===== config.mk =====
export PLATFORM = sky130hd
export DESIGN_NAME = at_response_line_parser
export DESIGN_NICKNAME = d
export VERILOG_FILES = /design/src/hdl/atrlp_pkg.sv /design/src/hdl/atrlp_line.sv /design/src/hdl/at_response_line_parser.sv
export SDC_FILE = /design/constraint.sdc
export NUM_CORES = 1
export LEC_CHECK = 0
export BUFFER_PORTS_ARGS = -buffer_cell sky130_fd_sc_hd__buf_2
export CAP_MARGIN = 15
export CORE_UTILIZATION = 30
export DETAILED_ROUTE_END_ITERATION = 6
export GPL_TIMING_DRIVEN = 0
export PLACE_DENSITY_LB_ADDON = 0.08
export REMOVE_ABC_BUFFERS = 1
export SYNTH_ARGS = -nofsm -noshare
export SYNTH_HDL_FRONTEND = slang
export SYNTH_SLANG_ARGS = --single-unit

===== constraint.sdc =====
create_clock -name clk_i -period 11.6 [get_ports clk_i]
set_input_delay 1.16 -clock clk_i [delete_from_list [all_inputs] [get_ports clk_i]]
set_output_delay 1.16 -clock clk_i [all_outputs]
set_load 0.01 [all_outputs]

===== src/hdl/atrlp_pkg.sv =====
// package for the at response line parser
// result type, character and state codes, prefix lookup functions
// no dependencies

package atrlp_pkg;

  // characters with special meaning
  localparam logic [7:0] CHAR_CR   = 8'h0D;
  localparam logic [7:0] CHAR_LF   = 8'h0A;
  localparam logic [7:0] CHAR_NUL  = 8'h00;
  localparam logic [7:0] CHAR_SP   = 8'h20;
  localparam logic [7:0] CHAR_TAB  = 8'h09;
  localparam logic [7:0] CHAR_VT   = 8'h0B;
  localparam logic [7:0] CHAR_FF   = 8'h0C;
  localparam logic [7:0] CHAR_PLUS = 8'h2B;
  localparam logic [7:0] CHAR_MINUS = 8'h2D;
  localparam logic [7:0] CHAR_0    = 8'h30;
  localparam logic [7:0] CHAR_9    = 8'h39;

  // prefix lengths
  localparam int unsigned STAT_PREFIX_LEN  = 9;
  localparam int unsigned AUDIO_PREFIX_LEN = 10;

  // prefix match bits
  localparam int unsigned PM_STATUS_BIT = 0;
  localparam int unsigned PM_AUDIO_BIT  = 1;

  // number reading phase codes
  localparam logic [1:0] PH_BLANKS = 2'd0;
  localparam logic [1:0] PH_DIGITS = 2'd1;
  localparam logic [1:0] PH_DONE   = 2'd2;

  // line kind codes
  localparam logic [1:0] KIND_OTHER  = 2'd0;
  localparam logic [1:0] KIND_STATUS = 2'd1;
  localparam logic [1:0] KIND_AUDIO  = 2'd2;

  // one result transaction
  typedef struct packed {
    logic        receiver_halted;
    logic        audio_update;
    logic [31:0] audio_value;
    logic [31:0] status_value;
    logic [1:0]  line_kind;
  } atrlp_result_t;

  // expected character of "+HFPSTAT=" at a position
  function automatic logic [7:0] stat_char(logic [3:0] idx);
    logic [7:0] ch;
    unique case (idx)
      4'd0:    ch = 8'h2B; // +
      4'd1:    ch = 8'h48; // H
      4'd2:    ch = 8'h46; // F
      4'd3:    ch = 8'h50; // P
      4'd4:    ch = 8'h53; // S
      4'd5:    ch = 8'h54; // T
      4'd6:    ch = 8'h41; // A
      4'd7:    ch = 8'h54; // T
      4'd8:    ch = 8'h3D; // =
      default: ch = 8'h00;
    endcase
    return ch;
  endfunction

  // expected character of "+HFPAUDIO=" at a position
  function automatic logic [7:0] audio_char(logic [3:0] idx);
    logic [7:0] ch;
    unique case (idx)
      4'd0:    ch = 8'h2B; // +
      4'd1:    ch = 8'h48; // H
      4'd2:    ch = 8'h46; // F
      4'd3:    ch = 8'h50; // P
      4'd4:    ch = 8'h41; // A
      4'd5:    ch = 8'h55; // U
      4'd6:    ch = 8'h44; // D
      4'd7:    ch = 8'h49; // I
      4'd8:    ch = 8'h4F; // O
      4'd9:    ch = 8'h3D; // =
      default: ch = 8'h00;
    endcase
    return ch;
  endfunction

endpackage


===== src/hdl/atrlp_line.sv =====
// line state and parsing step of the at response line parser
// updates prefix match, number reading and stored values for one byte
// depends on atrlp_pkg

module atrlp_line #(
  parameter int unsigned LINE_MAX    = 256,
  parameter int unsigned STATUS_INIT = 0,
  parameter int unsigned AUDIO_INIT  = 0
) (
  input  logic                    clk_i,
  input  logic                    rst_ni,
  input  logic                    step_i,      // process rx_byte_i this cycle
  input  logic [7:0]              rx_byte_i,
  output logic                    res_valid_o,
  output atrlp_pkg::atrlp_result_t res_o
);

  localparam int unsigned LW = $clog2(LINE_MAX + 1);

  logic [LW-1:0] len_q, len_d;
  logic [LW-1:0] eff_len_q, eff_len_d;
  logic [1:0]    pm_q, pm_d;
  logic          zero_q, zero_d;
  logic [1:0]    phase_q, phase_d;
  logic          neg_q, neg_d;
  logic [31:0]   acc_q, acc_d;
  logic [31:0]   status_q, status_d;
  logic [31:0]   audio_q, audio_d;
  logic          halted_q, halted_d;

  logic [LW-1:0] eff;
  logic [31:0]   value;
  logic          is_digit;
  logic          is_blank;
  logic [7:0]    digit_val;
  logic [1:0]    pm_new;
  logic          feed;

  // character classes
  assign is_digit  = (rx_byte_i >= atrlp_pkg::CHAR_0) && (rx_byte_i <= atrlp_pkg::CHAR_9);
  assign is_blank  = (rx_byte_i == atrlp_pkg::CHAR_SP) || (rx_byte_i == atrlp_pkg::CHAR_TAB) ||
                     (rx_byte_i == atrlp_pkg::CHAR_VT) || (rx_byte_i == atrlp_pkg::CHAR_FF);
  assign digit_val = rx_byte_i - atrlp_pkg::CHAR_0;

  // length used for the prefix check at line end
  always_comb begin
    if (zero_q) begin
      eff = eff_len_q;
    end else if (len_q >= LW'(LINE_MAX)) begin
      eff = '0;
    end else begin
      eff = len_q;
    end
  end

  assign value = neg_q ? (32'd0 - acc_q) : acc_q;

  // prefix match after this byte
  always_comb begin
    pm_new = pm_q;
    if (len_q < LW'(atrlp_pkg::STAT_PREFIX_LEN) &&
        rx_byte_i != atrlp_pkg::stat_char(len_q[3:0])) begin
      pm_new[atrlp_pkg::PM_STATUS_BIT] = 1'b0;
    end
    if (len_q < LW'(atrlp_pkg::AUDIO_PREFIX_LEN) &&
        rx_byte_i != atrlp_pkg::audio_char(len_q[3:0])) begin
      pm_new[atrlp_pkg::PM_AUDIO_BIT] = 1'b0;
    end
  end

  assign feed = (pm_new[atrlp_pkg::PM_STATUS_BIT] &&
                 len_q >= LW'(atrlp_pkg::STAT_PREFIX_LEN)) ||
                (pm_new[atrlp_pkg::PM_AUDIO_BIT] &&
                 len_q >= LW'(atrlp_pkg::AUDIO_PREFIX_LEN));

  // per-byte step
  always_comb begin
    len_d     = len_q;
    eff_len_d = eff_len_q;
    pm_d      = pm_q;
    zero_d    = zero_q;
    phase_d   = phase_q;
    neg_d     = neg_q;
    acc_d     = acc_q;
    status_d  = status_q;
    audio_d   = audio_q;
    halted_d  = halted_q;

    res_valid_o           = 1'b0;
    res_o.line_kind       = atrlp_pkg::KIND_OTHER;
    res_o.audio_update    = 1'b0;
    res_o.receiver_halted = 1'b0;

    if (step_i && !halted_q && rx_byte_i != atrlp_pkg::CHAR_CR) begin
      if (rx_byte_i == atrlp_pkg::CHAR_LF) begin
        // end of line
        if (len_q != '0) begin
          res_valid_o = 1'b1;
          if (pm_q[atrlp_pkg::PM_STATUS_BIT] && eff > LW'(atrlp_pkg::STAT_PREFIX_LEN)) begin
            status_d        = value;
            res_o.line_kind = atrlp_pkg::KIND_STATUS;
          end else if (pm_q[atrlp_pkg::PM_AUDIO_BIT] &&
                       eff > LW'(atrlp_pkg::AUDIO_PREFIX_LEN)) begin
            if (value != audio_q) begin
              audio_d            = value;
              res_o.audio_update = 1'b1;
            end
            res_o.line_kind = atrlp_pkg::KIND_AUDIO;
          end
          len_d     = '0;
          eff_len_d = '0;
          pm_d      = 2'b11;
          zero_d    = 1'b0;
          phase_d   = atrlp_pkg::PH_BLANKS;
          neg_d     = 1'b0;
          acc_d     = '0;
        end
      end else if (len_q >= LW'(LINE_MAX)) begin
        // overflow halts the receiver
        halted_d              = 1'b1;
        res_valid_o           = 1'b1;
        res_o.receiver_halted = 1'b1;
        len_d     = '0;
        eff_len_d = '0;
        pm_d      = 2'b11;
        zero_d    = 1'b0;
        phase_d   = atrlp_pkg::PH_BLANKS;
        neg_d     = 1'b0;
        acc_d     = '0;
      end else begin
        len_d = len_q + LW'(1);
        if (!zero_q) begin
          if (rx_byte_i == atrlp_pkg::CHAR_NUL) begin
            zero_d    = 1'b1;
            eff_len_d = len_q;
          end else begin
            pm_d = pm_new;
            // number reading after the prefix
            if (feed) begin
              case (phase_q)
                atrlp_pkg::PH_BLANKS: begin
                  if (!is_blank) begin
                    if (rx_byte_i == atrlp_pkg::CHAR_PLUS ||
                        rx_byte_i == atrlp_pkg::CHAR_MINUS) begin
                      neg_d   = (rx_byte_i == atrlp_pkg::CHAR_MINUS);
                      phase_d = atrlp_pkg::PH_DIGITS;
                    end else if (is_digit) begin
                      acc_d   = {24'd0, digit_val};
                      phase_d = atrlp_pkg::PH_DIGITS;
                    end else begin
                      phase_d = atrlp_pkg::PH_DONE;
                    end
                  end
                end
                atrlp_pkg::PH_DIGITS: begin
                  if (is_digit) begin
                    acc_d = (acc_q << 3) + (acc_q << 1) + {24'd0, digit_val};
                  end else begin
                    phase_d = atrlp_pkg::PH_DONE;
                  end
                end
                default: ;
              endcase
            end
          end
        end
      end
    end

    res_o.status_value = status_d;
    res_o.audio_value  = audio_d;
  end

  // state registers
  always_ff @(posedge clk_i or negedge rst_ni) begin
    if (!rst_ni) begin
      len_q     <= '0;
      eff_len_q <= '0;
      pm_q      <= 2'b11;
      zero_q    <= 1'b0;
      phase_q   <= atrlp_pkg::PH_BLANKS;
      neg_q     <= 1'b0;
      acc_q     <= '0;
      status_q  <= 32'(STATUS_INIT);
      audio_q   <= 32'(AUDIO_INIT);
      halted_q  <= 1'b0;
    end else begin
      len_q     <= len_d;
      eff_len_q <= eff_len_d;
      pm_q      <= pm_d;
      zero_q    <= zero_d;
      phase_q   <= phase_d;
      neg_q     <= neg_d;
      acc_q     <= acc_d;
      status_q  <= status_d;
      audio_q   <= audio_d;
      halted_q  <= halted_d;
    end
  end

endmodule


===== src/hdl/at_response_line_parser.sv =====
// top level of the at response line parser
// input byte register, line parsing step and result register
// depends on atrlp_pkg and atrlp_line

// Takes one received byte per transaction and accepts a new byte every clock
// cycle; each byte goes through an input register, one parsing step and a
// result register, so a result enters the result register from the step on
// its line feed. Carriage returns are dropped, empty lines give no result,
// and a byte beyond LINE_MAX in one line halts reception until reset, with
// one halt result. Only back pressure on the result side slows the input.

module at_response_line_parser #(
  parameter int unsigned LINE_MAX    = 256,
  parameter int unsigned STATUS_INIT = 0,
  parameter int unsigned AUDIO_INIT  = 0
) (
  input  logic        clk_i,
  input  logic        rst_ni,
  input  logic        s_axis_tvalid_i,
  output logic        s_axis_tready_o,
  input  logic [7:0]  s_axis_tdata_i,   // rx_byte
  output logic        m_axis_tvalid_o,
  input  logic        m_axis_tready_i,
  output logic [71:0] m_axis_tdata_o,   // status_value, audio_value, audio_update,
                                        // receiver_halted, zero fill
  output logic [1:0]  m_axis_tuser_o    // line_kind
);

  logic                    in_valid_q;
  logic [7:0]              in_byte_q;
  logic                    out_valid_q;
  atrlp_pkg::atrlp_result_t res_q;
  atrlp_pkg::atrlp_result_t res;
  logic                    res_valid;
  logic                    step;

  // step the parser when the result register can take a result
  assign step            = in_valid_q && (!out_valid_q || m_axis_tready_i);
  assign s_axis_tready_o = !in_valid_q || step;

  // input byte register
  always_ff @(posedge clk_i or negedge rst_ni) begin
    if (!rst_ni) begin
      in_valid_q <= 1'b0;
    end else if (s_axis_tvalid_i && s_axis_tready_o) begin
      in_valid_q <= 1'b1;
    end else if (step) begin
      in_valid_q <= 1'b0;
    end
  end

  always_ff @(posedge clk_i) begin
    if (s_axis_tvalid_i && s_axis_tready_o) begin
      in_byte_q <= s_axis_tdata_i;
    end
  end

  atrlp_line #(
    .LINE_MAX   (LINE_MAX),
    .STATUS_INIT(STATUS_INIT),
    .AUDIO_INIT (AUDIO_INIT)
  ) u_line (
    .clk_i      (clk_i),
    .rst_ni     (rst_ni),
    .step_i     (step),
    .rx_byte_i  (in_byte_q),
    .res_valid_o(res_valid),
    .res_o      (res)
  );

  // result register
  always_ff @(posedge clk_i or negedge rst_ni) begin
    if (!rst_ni) begin
      out_valid_q <= 1'b0;
    end else if (step && res_valid) begin
      out_valid_q <= 1'b1;
    end else if (m_axis_tready_i) begin
      out_valid_q <= 1'b0;
    end
  end

  always_ff @(posedge clk_i) begin
    if (step && res_valid) begin
      res_q <= res;
    end
  end

  assign m_axis_tvalid_o = out_valid_q;
  assign m_axis_tuser_o  = res_q.line_kind;
  assign m_axis_tdata_o  = {6'd0, res_q.receiver_halted, res_q.audio_update,
                            res_q.audio_value, res_q.status_value};

  // a halt result carries no line kind and no audio change
  assert property (@(posedge clk_i) disable iff (!rst_ni)
    (out_valid_q && res_q.receiver_halted) |->
      (res_q.line_kind == atrlp_pkg::KIND_OTHER && !res_q.audio_update))
    else $error("halt result with line kind or audio change");

  // audio change only on audio lines
  assert property (@(posedge clk_i) disable iff (!rst_ni)
    (out_valid_q && res_q.audio_update) |-> (res_q.line_kind == atrlp_pkg::KIND_AUDIO))
    else $error("audio change on a non-audio line");

  // nothing follows a delivered halt result
  assert property (@(posedge clk_i) disable iff (!rst_ni)
    (out_valid_q && m_axis_tready_i && res_q.receiver_halted) |=> !out_valid_q)
    else $error("result after receiver halt");

  // a waiting input byte is kept until stepped
  assert property (@(posedge clk_i) disable iff (!rst_ni)
    (in_valid_q && !step) |=> (in_valid_q && $stable(in_byte_q)))
    else $error("input byte lost before parsing");

endmodule

==> impl_metrics.py, run 1 <==
metrics = {
    "floorplan": {
        "dieArea_um2": 41100,
        "start_util": 0.305,
        "core_area_um2": 39700,
        "num_rows": 73,
        "die_w_um": 203,
        "die_y_um": 203,
        "num_io_pins": 88,
    },
    "routing": {
        "wl_per_cell_um": 19.2,
        "vias": 9044,
        "first_iter_violations": 575,
        "vias_per_cell": 5.16,
        "first_pass_iters": 5,
        "routed_wl_mm": 33.7,
        "ant_nets": 0,
        "remaining_drc_errors": 0,
    },
    "logic_synthesis": {
        "post-synth-top-count-cell": "dfrtp_1",
        "yosys_warnings": 0,
        "yosys-mux-area-fraction": 0.0585,
        "yosysTopAreaCellShare": 0.250,
        "synth_ff_type": "dfrtp_1",
        "synthDistinctLibCells": 91,
        "synth_top_family_by_area": "simple AND/OR/NAND/NOR gates",
        "syn_area_per_cell_um2": 10.4,
        "synthXorXnorAreaFrac": 0.0708,
        "yosysSeqAreaShare": 0.443,
        "synth-compound-area-share": 0.153,
        "synthAdderAreaFrac": 0.0740,
        "synthSimpleGateAreaFrac": 0.159,
        "synth-seq-cells": 199,
        "synth_edf_count": 76,
        "syn_inst": 1169,
        "async_flop_share": 0.618,
        "synth_top_cells_by_area": "dfrtp_1 (25%), edfxtp_1 (19%), ha_1 (6.4%)",
        "netlist_top_cells_count": "dfrtp_1 (121), nand2_1 (113), o21ai_0 (80)",
        "netlist_area_um2": 12100,
        "yosys.area.top_type": "dfrtp_1",
    },
    "final_layout": {
        "final_nets": 1294,
        "drive_above_1_share": 0.159,
        "instances_no_fill": 1752,
        "final_core_util": 0.342,
        "num_antenna_cells": 0,
        "area_growth_pct": 12.3,
    },
    "sta": {
        "hold_slack_ns": 0.466,
        "report.final.slew_viol_count": 0,
        "hold_violations": 0,
        "max_slew_margin": 0.326,
        "period_share": 0.441,
        "finClkSkew_ns": 0.0135,
        "rsz0062_at_grt": "no",
        "fmaxAchievable_mhz": 195,
        "finalSetupViolations": 0,
        "worst_pin_slew_ns": 1.00,
        "fin_crit_ns": 5.12,
        "fin_setup_tns_ns": 0,
    },
    "clock_network": {
        "cts_max_level": 4,
        "clock_sinks": 199,
        "tritoncts": "done",
        "cts_buffer_depth": 2,
        "cts_hold_buf": 0,
        "clk_latency_ns": 0.46,
        "cts_setup_buffers": 0,
        "numCtsBuffers": 17,
        "post_cts_resized": 0,
        "clk_pin_slew_ns": 0.07,
        "root_buffer": "clkbuf_16",
    },
    "global_route": {
        "track_usage": 0.168,
        "gr-total-overflow": 0,
        "grt_pass1_vias": 9035,
        "grt_max_degree": 85,
        "antenna_found_initial": 1,
        "grt_first_pass_wirelength_mm": 53.3,
    },
    "place": {
        "place.gp.congestion": 0.859,
        "dp.cells": 1720,
        "io_buffers": 81,
        "place_hpwl_mm": 24.3,
    },
    "worst_setup_path": {
        "cp.depth": 9,
        "critPathKind": "register to register",
        "required_ns": 11.80,
        "slowest_delay_ns": 0.98,
        "slowest_stage": "dfrtp_2",
        "start_kind": "register",
        "crit_arrival_ns": 5.32,
        "cp_max_fo": 49,
        "crit_buf_inv": 1,
        "r2r_cells": 9,
        "cp_top_family": "simple AND/OR/NAND/NOR gates",
        "path_cells": "inv_1, o21ai_0, o2111ai_1, a2111oi_0, nand4_1, or4_1, or4_4, nand3_4, mux2_2",
        "end_kind": "register",
    },
    "power_and_ir_drop": {
        "power_density_nw_per_um2": 129,
        "p_leak_nw": 6.36,
        "peakVddDrop_uv": 103,
    },
    "outcome": {
        "status": "complete, no violations",
    },
    "min_path": {
        "min_path_type": "register to register",
        "hold_depth": 2,
    },
    "run": {
        "maxCapViolCount": 0,
    },
}
path summary, 6_finish.rpt:
check                                                end                          start  slack (ns)
max                         m_axis_tdata_o[36]$_DFFE_PP_       u_line.neg_q$_DFFE_PN0P_        6.48
min                        u_line.status_q[14]$_DFF_PN0_  u_line.status_q[14]$_DFF_PN0_        0.47
max reg2reg                 m_axis_tdata_o[36]$_DFFE_PP_       u_line.neg_q$_DFFE_PN0P_        6.48
min reg2reg                u_line.status_q[14]$_DFF_PN0_  u_line.status_q[14]$_DFF_PN0_        0.47
max in group asynchronous    u_line.audio_q[4]$_DFF_PN0_                         rst_ni       10.18
min in group asynchronous   u_line.acc_q[27]$_DFFE_PN0P_                         rst_ni        0.63
cell families (layout without fill, tap and decap cells):
| group | after synthesis | in the layout |
|---|---|---|
| adders and majority gates | 68 | 68 |
| AOI/OAI and AO/OA | 274 | 274 |
| xor gates and xnor gates | 93 | 93 |
| other | 1 | 6 |
| buffers and inverters | 114 | 167 |
| DFF | 199 | 199 |
| muxes | 59 | 59 |
| and+or+nand+nor | 361 | 361 |
stage by stage:
step           area (um^2)  setup WS, ns  total power, mW
2_1_floorplan        11800          6.92             1.05
3_3_place_gp         12900          3.67             1.16
4_1_cts              13600          6.54             1.78
6_report             13600          6.48             1.75
3_5_place_dp         13000          6.57             1.17
5_1_grt              13600          6.34             1.85
registers in the layout, summed over array words and instances, names as in the netlist, 2 cells and up:
| name | cells |
|---|---|
| m_axis_tdata_o | 66 |
| u_line.pm_q | 2 |
| u_line.eff_len_q | 9 |
| u_line.audio_q | 32 |
| in_byte_q | 8 |
| u_line.phase_q | 2 |
| u_line.acc_q | 32 |
| m_axis_tuser_o | 2 |
| u_line.len_q | 9 |
| u_line.status_q | 32 |
power by group:
part,internal [mW],total [mW],switching (mW)
combinational,0.140,0.346,0.206
sequential,0.744,0.804,0.0598
clock,0.308,0.605,0.297
total,1.19,1.75,0.563
worst reg2reg max path, stage by stage, from the launching register on:
cell and delay, ns:
dfrtp_2 0.98, inv_1 0.60, o21ai_0 0.31, o2111ai_1 0.16, a2111oi_0 0.58, nand4_1 0.19
or4_1 0.55, or4_4 0.60, nand3_4 0.43, mux2_2 0.47
layout by cell type, fill, tap and decap left out, drive strengths merged, types with 10 or more instances in the layout:
cell / instances
dfrtp: 121
clkbuf: 18
nor2: 50
ha: 62
a22o: 23
nor3: 31
edfxtp: 76
nor4: 22
nand2b: 18
o21ai: 81
nand3: 30
nand4: 11
and3: 12
mux2i: 13
a21o: 13
or3: 13
nand2: 113
or4: 10
buf: 89
a21oi: 52
nor2b: 14
xor2: 25
o31ai: 12
inv: 48
xnor2: 65
mux2: 46
final cells by class:
type / instances / area, um^2
tap: 525 / 657
fill: 4060 / 26100
sequential: 199 / 5360
timing repair buffer: 89 / 529
clock buffer: 18 / 439
clock inverter: 14 / 141
multi-input combinational: 861 / 6280
inverter: 46 / 175
metal layers:
layer | GRT usage | part of all wire | vias up
met5 | 0 | 0 | -
met4 | 0.0384 | 0.0086 | 0
met3 | 0.0369 | 0.044 | 18
met2 | 0.267 | 0.46 | 194
met1 | 0.232 | 0.49 | 4452
li1 | - | - | 4380
(Power assumes the default switching activity.)
==> inputs of run 2 (changes only) <==
clock period = 4.23 ns   (was 11.6 ns; I/O delays follow)
==> impl_metrics.py, run 2 (synthesis gave the netlist of run 1 again) <==
metrics = {
    "outcome": {
        "status": "complete, no violations",
    },
    "power_and_ir_drop": {
        "p_leak_nw": 6.66,
        "power_mw": 4.91,
        "power_density_nw_per_um2": 343,
        "peakVddDrop_uv": 283,
    },
    "worst_setup_path": {
        "crit_arrival_ns": 4.41,
        "r2r_cells": 10,
        "critPathKind": "register to register",
        "required_ns": 4.44,
        "r2r-start": "u_line.acc_q[5]$_DFFE_PN0P_",
        "end_kind": "register",
        "start_kind": "register",
        "cp_max_fo": 10,
        "reg2reg_to": "m_axis_tdata_o[32]$_DFFE_PP_",
        "r2r_slack_ns": 0.03,
    },
    "min_path": {
        "hold_end": "in_byte_q[0]$_DFFE_PP_",
        "min_path_type": "input pin to register",
        "hold_start": "s_axis_tdata_i[0]",
        "hold_depth": 1,
    },
    "floorplan": {
        "die_w_um": 203,
        "start_util": 0.305,
        "die_y_um": 203,
        "dieArea_um2": 41100,
        "num_rows": 73,
        "core_area_um2": 39700,
        "num_io_pins": 88,
    },
    "global_route": {
        "grt_pass1_vias": 9288,
        "gr-total-overflow": 0,
        "antenna_found_initial": 1,
        "grt_first_pass_wirelength_mm": 55.6,
        "grt_max_degree": 85,
        "track_usage": 0.177,
    },
    "routing": {
        "first_iter_violations": 574,
        "first_pass_iters": 5,
        "remaining_drc_errors": 0,
        "ant_nets": 0,
        "vias_per_cell": 5.15,
        "vias": 9270,
        "wl_per_cell_um": 19.8,
        "routed_wl_mm": 35.6,
    },
    "sta": {
        "finalSetupViolations": 0,
        "worst_pin_slew_ns": 1.01,
        "max_slew_margin": 0.322,
        "period_share": 0.993,
        "rsz0062_at_grt": "yes",
        "report.final.slew_viol_count": 0,
        "fin_setup_tns_ns": 0,
        "hold_violations": 0,
        "fmaxAchievable_mhz": 238,
        "finClkSkew_ns": 0.0182,
        "fin_crit_ns": 4.20,
    },
    "place": {
        "io_buffers": 81,
        "dp.cells": 1720,
        "place.gp.congestion": 0.859,
        "place_hpwl_mm": 24.3,
    },
    "clock_network": {
        "clk_pin_slew_ns": 0.08,
        "cts_buffer_depth": 2,
        "root_buffer": "clkbuf_16",
        "numCtsBuffers": 17,
        "clk_latency_ns": 0.46,
        "tritoncts": "done",
        "cts_max_level": 4,
        "clock_sinks": 199,
    },
    "final_layout": {
        "fillCellCount": 4025,
        "final_nets": 1341,
        "final_cell_mix": "nand2_1 (112), dfrtp_1 (108), buf_2 (81)",
        "instances_no_fill": 1799,
        "num_antenna_cells": 0,
        "largest_reg_flops": 66,
        "area_growth_pct": 18.2,
        "final_common_cell": "nand2_1",
        "drive_above_1_share": 0.221,
    },
    "run": {
        "maxCapViolCount": 0,
    },
}
-- run 2: cell types whose count changed in the layout (fill, tap and decap cells not counted), moves of 3 or more --
cell	change
buf_12	+3
o21ai_1	+3
o21ai_0	-3
nor4_4	+4
nor3_2	+3
dfrtp_2	+10
nor3_1	-5
or4_1	-3
nor4_1	-4
dfrtp_1	-12
buf_4	+39
or4_4	+3
inv_1	-3
-- run 2: worst max path at each step --
stage | slack (ns) | to | from | cells after the start
after floorplan | -0.45 | u_line.acc_q[26]$_DFFE_PN0P_ | u_line.len_q[0]$_DFFE_PN0P_ | 9
after global placement | -3.70 | u_line.acc_q[26]$_DFFE_PN0P_ | u_line.len_q[1]$_DFFE_PN0P_ | 9
after detailed placement | -0.80 | m_axis_tdata_o[36]$_DFFE_PP_ | u_line.acc_q[0]$_DFFE_PN0P_ | 11
after CTS | -0.06 | m_axis_tdata_o[32]$_DFFE_PP_ | u_line.acc_q[1]$_DFFE_PN0P_ | 12
after global routing | -0.05 | m_axis_tdata_o[32]$_DFFE_PP_ | u_line.acc_q[10]$_DFFE_PN0P_ | 11
final | 0.03 | m_axis_tdata_o[32]$_DFFE_PP_ | u_line.acc_q[5]$_DFFE_PN0P_ | 10
-- run 2: power breakdown --
| part | total [mW] | internal [mW] | switching (mW) |
|---|---|---|---|
| Sequential | 2.19 | 2.04 | 0.151 |
| Clock | 1.66 | 0.845 | 0.815 |
| Combinational | 1.05 | 0.426 | 0.626 |
-- run 2: area by class of cell --
class / instances / area, um^2 / share of cell area
multi-input cells: 862 / 6530 / 0.457
flip-flops and latches: 199 / 5380 / 0.377
repair buffers: 135 / 962 / 0.0673
well taps: 525 / 657 / 0.0459
clock buffers: 18 / 439 / 0.0307
inverters: 46 / 185 / 0.0130
clock inverters: 14 / 141 / 0.00989
-- run 2: critical path, stage by stage, from the launching register on --
cell and delay, ns:
dfrtp_4 0.56, or4_4 0.65, nor3_4 0.26, o211ai_1 0.17, a221oi_2 0.27, nand4_1 0.18
or4_1 0.55, or4_4 0.61, nand3_4 0.16, buf_12 0.17, mux2_2 0.35
-- run 2: what timing repair did --
item | CTS | global route
resized for setup | 38 | 28
cloned | 2 | 0
hold buffers | 1 | 0
pin swaps | 7 | 17
endpoints found under the hold margin | 37 | 0
setup endpoints to repair | 90 | 127
buffers inserted | 27 | 17
-- run 2: per-layer routing --
metal | wire length [um] | GRT usage
met2 | 16200 | 0.278
met3 | 1660 | 0.0413
met1 | 17200 | 0.242
met5 | 0 | 0
met4 | 463 | 0.0486
-- run 2: stage by stage --
step,utilization,setup WS [ns],cell area [um^2],hold WS [ns]
after CTS,0.354,-0.0604,14000,0.110
final,0.360,0.0308,14300,0.139
after global routing,0.360,-0.0535,14300,0.115
after floorplan,-,-0.452,11800,0.127
after detailed placement,0.327,-0.804,13000,0.388
after global placement,0.324,-3.70,12900,0.448
==> inputs of run 3 (changes only) <==
REMOVE_ABC_BUFFERS = default   (was 1)
==> impl_metrics.py, run 3 (synthesis gave the netlist of run 1 again) <==
metrics = {
    "outcome": {
        "status": "complete, but fails checks",
        "violations": "DRC",
    },
    "final_layout": {
        "final_cell_mix": "dfrtp_1 (117), nand2_1 (111), buf_2 (85)",
        "final_nets": 1384,
        "largest_reg_flops": 66,
        "final_common_cell": "dfrtp_1",
        "instances_no_fill": 1842,
        "drive_above_1_share": 0.210,
        "area_growth_pct": 19.6,
        "num_antenna_cells": 0,
        "final_area_um2": 14500,
    },
    "floorplan": {
        "start_util": 0.305,
        "die_w_um": 203,
        "die_y_um": 203,
        "num_io_pins": 88,
        "num_rows": 73,
        "core_area_um2": 39700,
        "dieArea_um2": 41100,
    },
    "global_route": {
        "busiest_layer": "met2",
        "grtUsageMet3": 0.0226,
        "grt_util_met1": 0.238,
        "use_met2": 0.310,
        "gr-total-overflow": 0,
        "grt_max_degree": 71,
        "grt_pass1_vias": 9469,
        "antenna_found_initial": 0,
        "track_usage": 0.183,
        "grt_first_pass_wirelength_mm": 57.1,
    },
    "sta": {
        "rsz0062_at_grt": "yes",
        "max_slew_margin": 0.487,
        "worst_pin_slew_ns": 0.767,
        "finalSetupViolations": 0,
        "period_share": 0.978,
        "hold_violations": 0,
        "fmaxAchievable_mhz": 242,
        "fin_crit_ns": 4.14,
        "finClkSkew_ns": 0.0107,
        "report.final.slew_viol_count": 0,
    },
    "clock_network": {
        "clk_pin_slew_ns": 0.07,
        "numCtsBuffers": 17,
        "clk_latency_ns": 0.46,
        "cts_max_level": 4,
        "clock_sinks": 199,
        "tritoncts": "done",
        "root_buffer": "clkbuf_16",
        "cts_buffer_depth": 2,
    },
    "routing": {
        "vias_per_cell": 5.20,
        "first_iter_violations": 586,
        "remaining_drc_errors": 1,
        "first_pass_iters": 7,
        "vias": 9581,
        "wl_per_cell_um": 19.9,
        "routed_wl_mm": 36.7,
        "ant_nets": 0,
    },
    "place": {
        "io_buffers": 81,
        "place.gp.congestion": 0.897,
        "dp.cells": 1782,
        "place_hpwl_mm": 28.0,
        "place_area_um2": 13300,
    },
    "run": {
        "maxCapViolCount": 0,
    },
    "worst_setup_path": {
        "r2r_cells": 13,
        "required_ns": 4.44,
        "end_kind": "register",
        "start_kind": "register",
        "reg2reg_to": "m_axis_tdata_o[50]$_DFFE_PP_",
        "crit_buf_inv": 3,
        "cp_top_family": "simple AND/OR/NAND/NOR gates",
        "cpMostUsedCell": "buf_12",
        "cp_max_fo": 5,
        "critPathKind": "register to register",
        "r2r-start": "u_line.acc_q[1]$_DFFE_PN0P_",
        "crit_arrival_ns": 4.34,
        "r2r_slack_ns": 0.09,
        "path_cells": "inv_4, ha_4, or4b_4, o41ai_4, xor3_2, o2111a_1, nand4_1, or4_1, or4_4, nand3_4, buf_12, buf_12, mux2_4",
        "slowest_delay_ns": 0.56,
        "slowest_stage": "or4_4",
    },
    "power_and_ir_drop": {
        "peakVddDrop_uv": 282,
        "p_leak_nw": 6.80,
        "power_mw": 4.94,
        "power_density_nw_per_um2": 341,
    },
    "min_path": {
        "hold_depth": 1,
        "hold_start": "s_axis_tdata_i[6]",
        "min_path_type": "input pin to register",
        "hold_end": "in_byte_q[6]$_DFFE_PP_",
    },
}
-- run 3: cell types whose count changed in the layout (fill, tap and decap cells not counted), sizes merged --
cell,previous run,this run
nand3,31,30
clkbuf,18,59
buf,134,137
bufinv,1,2
clkinv,6,7
bufbuf,0,1
clkinvlp,6,3
-- run 3: layout make-up --
| class | count | area, um^2 |
|---|---|---|
| fill | 4067 | 25300 |
| multi-input combinational | 861 | 6560 |
| sequential | 199 | 5370 |
| timing repair buffer | 118 | 810 |
| tap | 525 | 657 |
| clock buffer | 19 | 433 |
| buffer | 61 | 318 |
| inverter | 46 | 184 |
| clock inverter | 13 | 146 |
-- run 3: layer usage --
metal / vias to the layer above / part of all wire
li1: 4560 / -
met3: 44 / 0.027
met5: - / 0
met2: 210 / 0.50
met1: 4767 / 0.45
met4: 0 / 0.026
-- run 3: repair_timing --
item,in CTS,in global routing
hold buffers,1,0
cloned,2,0
pin swaps,9,16
buffers inserted,18,14
endpoints found under the hold margin,53,0
endpoints found under the setup margin,73,106
resized for setup,42,52
-- run 3: how the worst max path moves through the flow --
stage | start | end | slack (ns) | depth (start not counted)
after detailed placement | u_line.acc_q[0]$_DFFE_PN0P_ | m_axis_tdata_o[50]$_DFFE_PP_ | -0.77 | 12
after floorplan | u_line.acc_q[0]$_DFFE_PN0P_ | m_axis_tdata_o[37]$_DFFE_PP_ | 0.26 | 13
after global routing | u_line.acc_q[1]$_DFFE_PN0P_ | m_axis_tdata_o[50]$_DFFE_PP_ | -0.02 | 13
final | u_line.acc_q[1]$_DFFE_PN0P_ | m_axis_tdata_o[50]$_DFFE_PP_ | 0.09 | 13
after CTS | u_line.acc_q[1]$_DFFE_PN0P_ | m_axis_tdata_o[50]$_DFFE_PP_ | -0.08 | 14
after global placement | u_line.len_q[1]$_DFFE_PN0P_ | u_line.neg_q$_DFFE_PN0P_ | -1.30 | 8
-- run 3: power by group --
group	internal (mW)	switching, mW
logic	0.429	0.717
registers	2.04	0.0804
clock network	0.882	0.788
-- run 3: metrics by stage --
step                 util  TNS (ns)  hold slack [ns]  setup slack [ns]
floorplan               -         0            0.127             0.259
global placement    0.332   -133.56            0.448             -1.30
detailed placement  0.334    -33.04            0.429            -0.769
CTS                 0.358    -0.685            0.114           -0.0797
global route        0.364   -0.0466            0.118           -0.0177
finish              0.364         0            0.140            0.0929
-- run 3: worst register-to-register path: stages (launching register included) --
cell and delay [ns]:
dfrtp_2 0.43, inv_4 0.07, ha_4 0.15, or4b_4 0.52, o41ai_4 0.37, xor3_2 0.27, o2111a_1 0.23, nand4_1 0.11
or4_1 0.43, or4_4 0.56, nand3_4 0.15, buf_12 0.14, buf_12 0.14, mux2_4 0.34
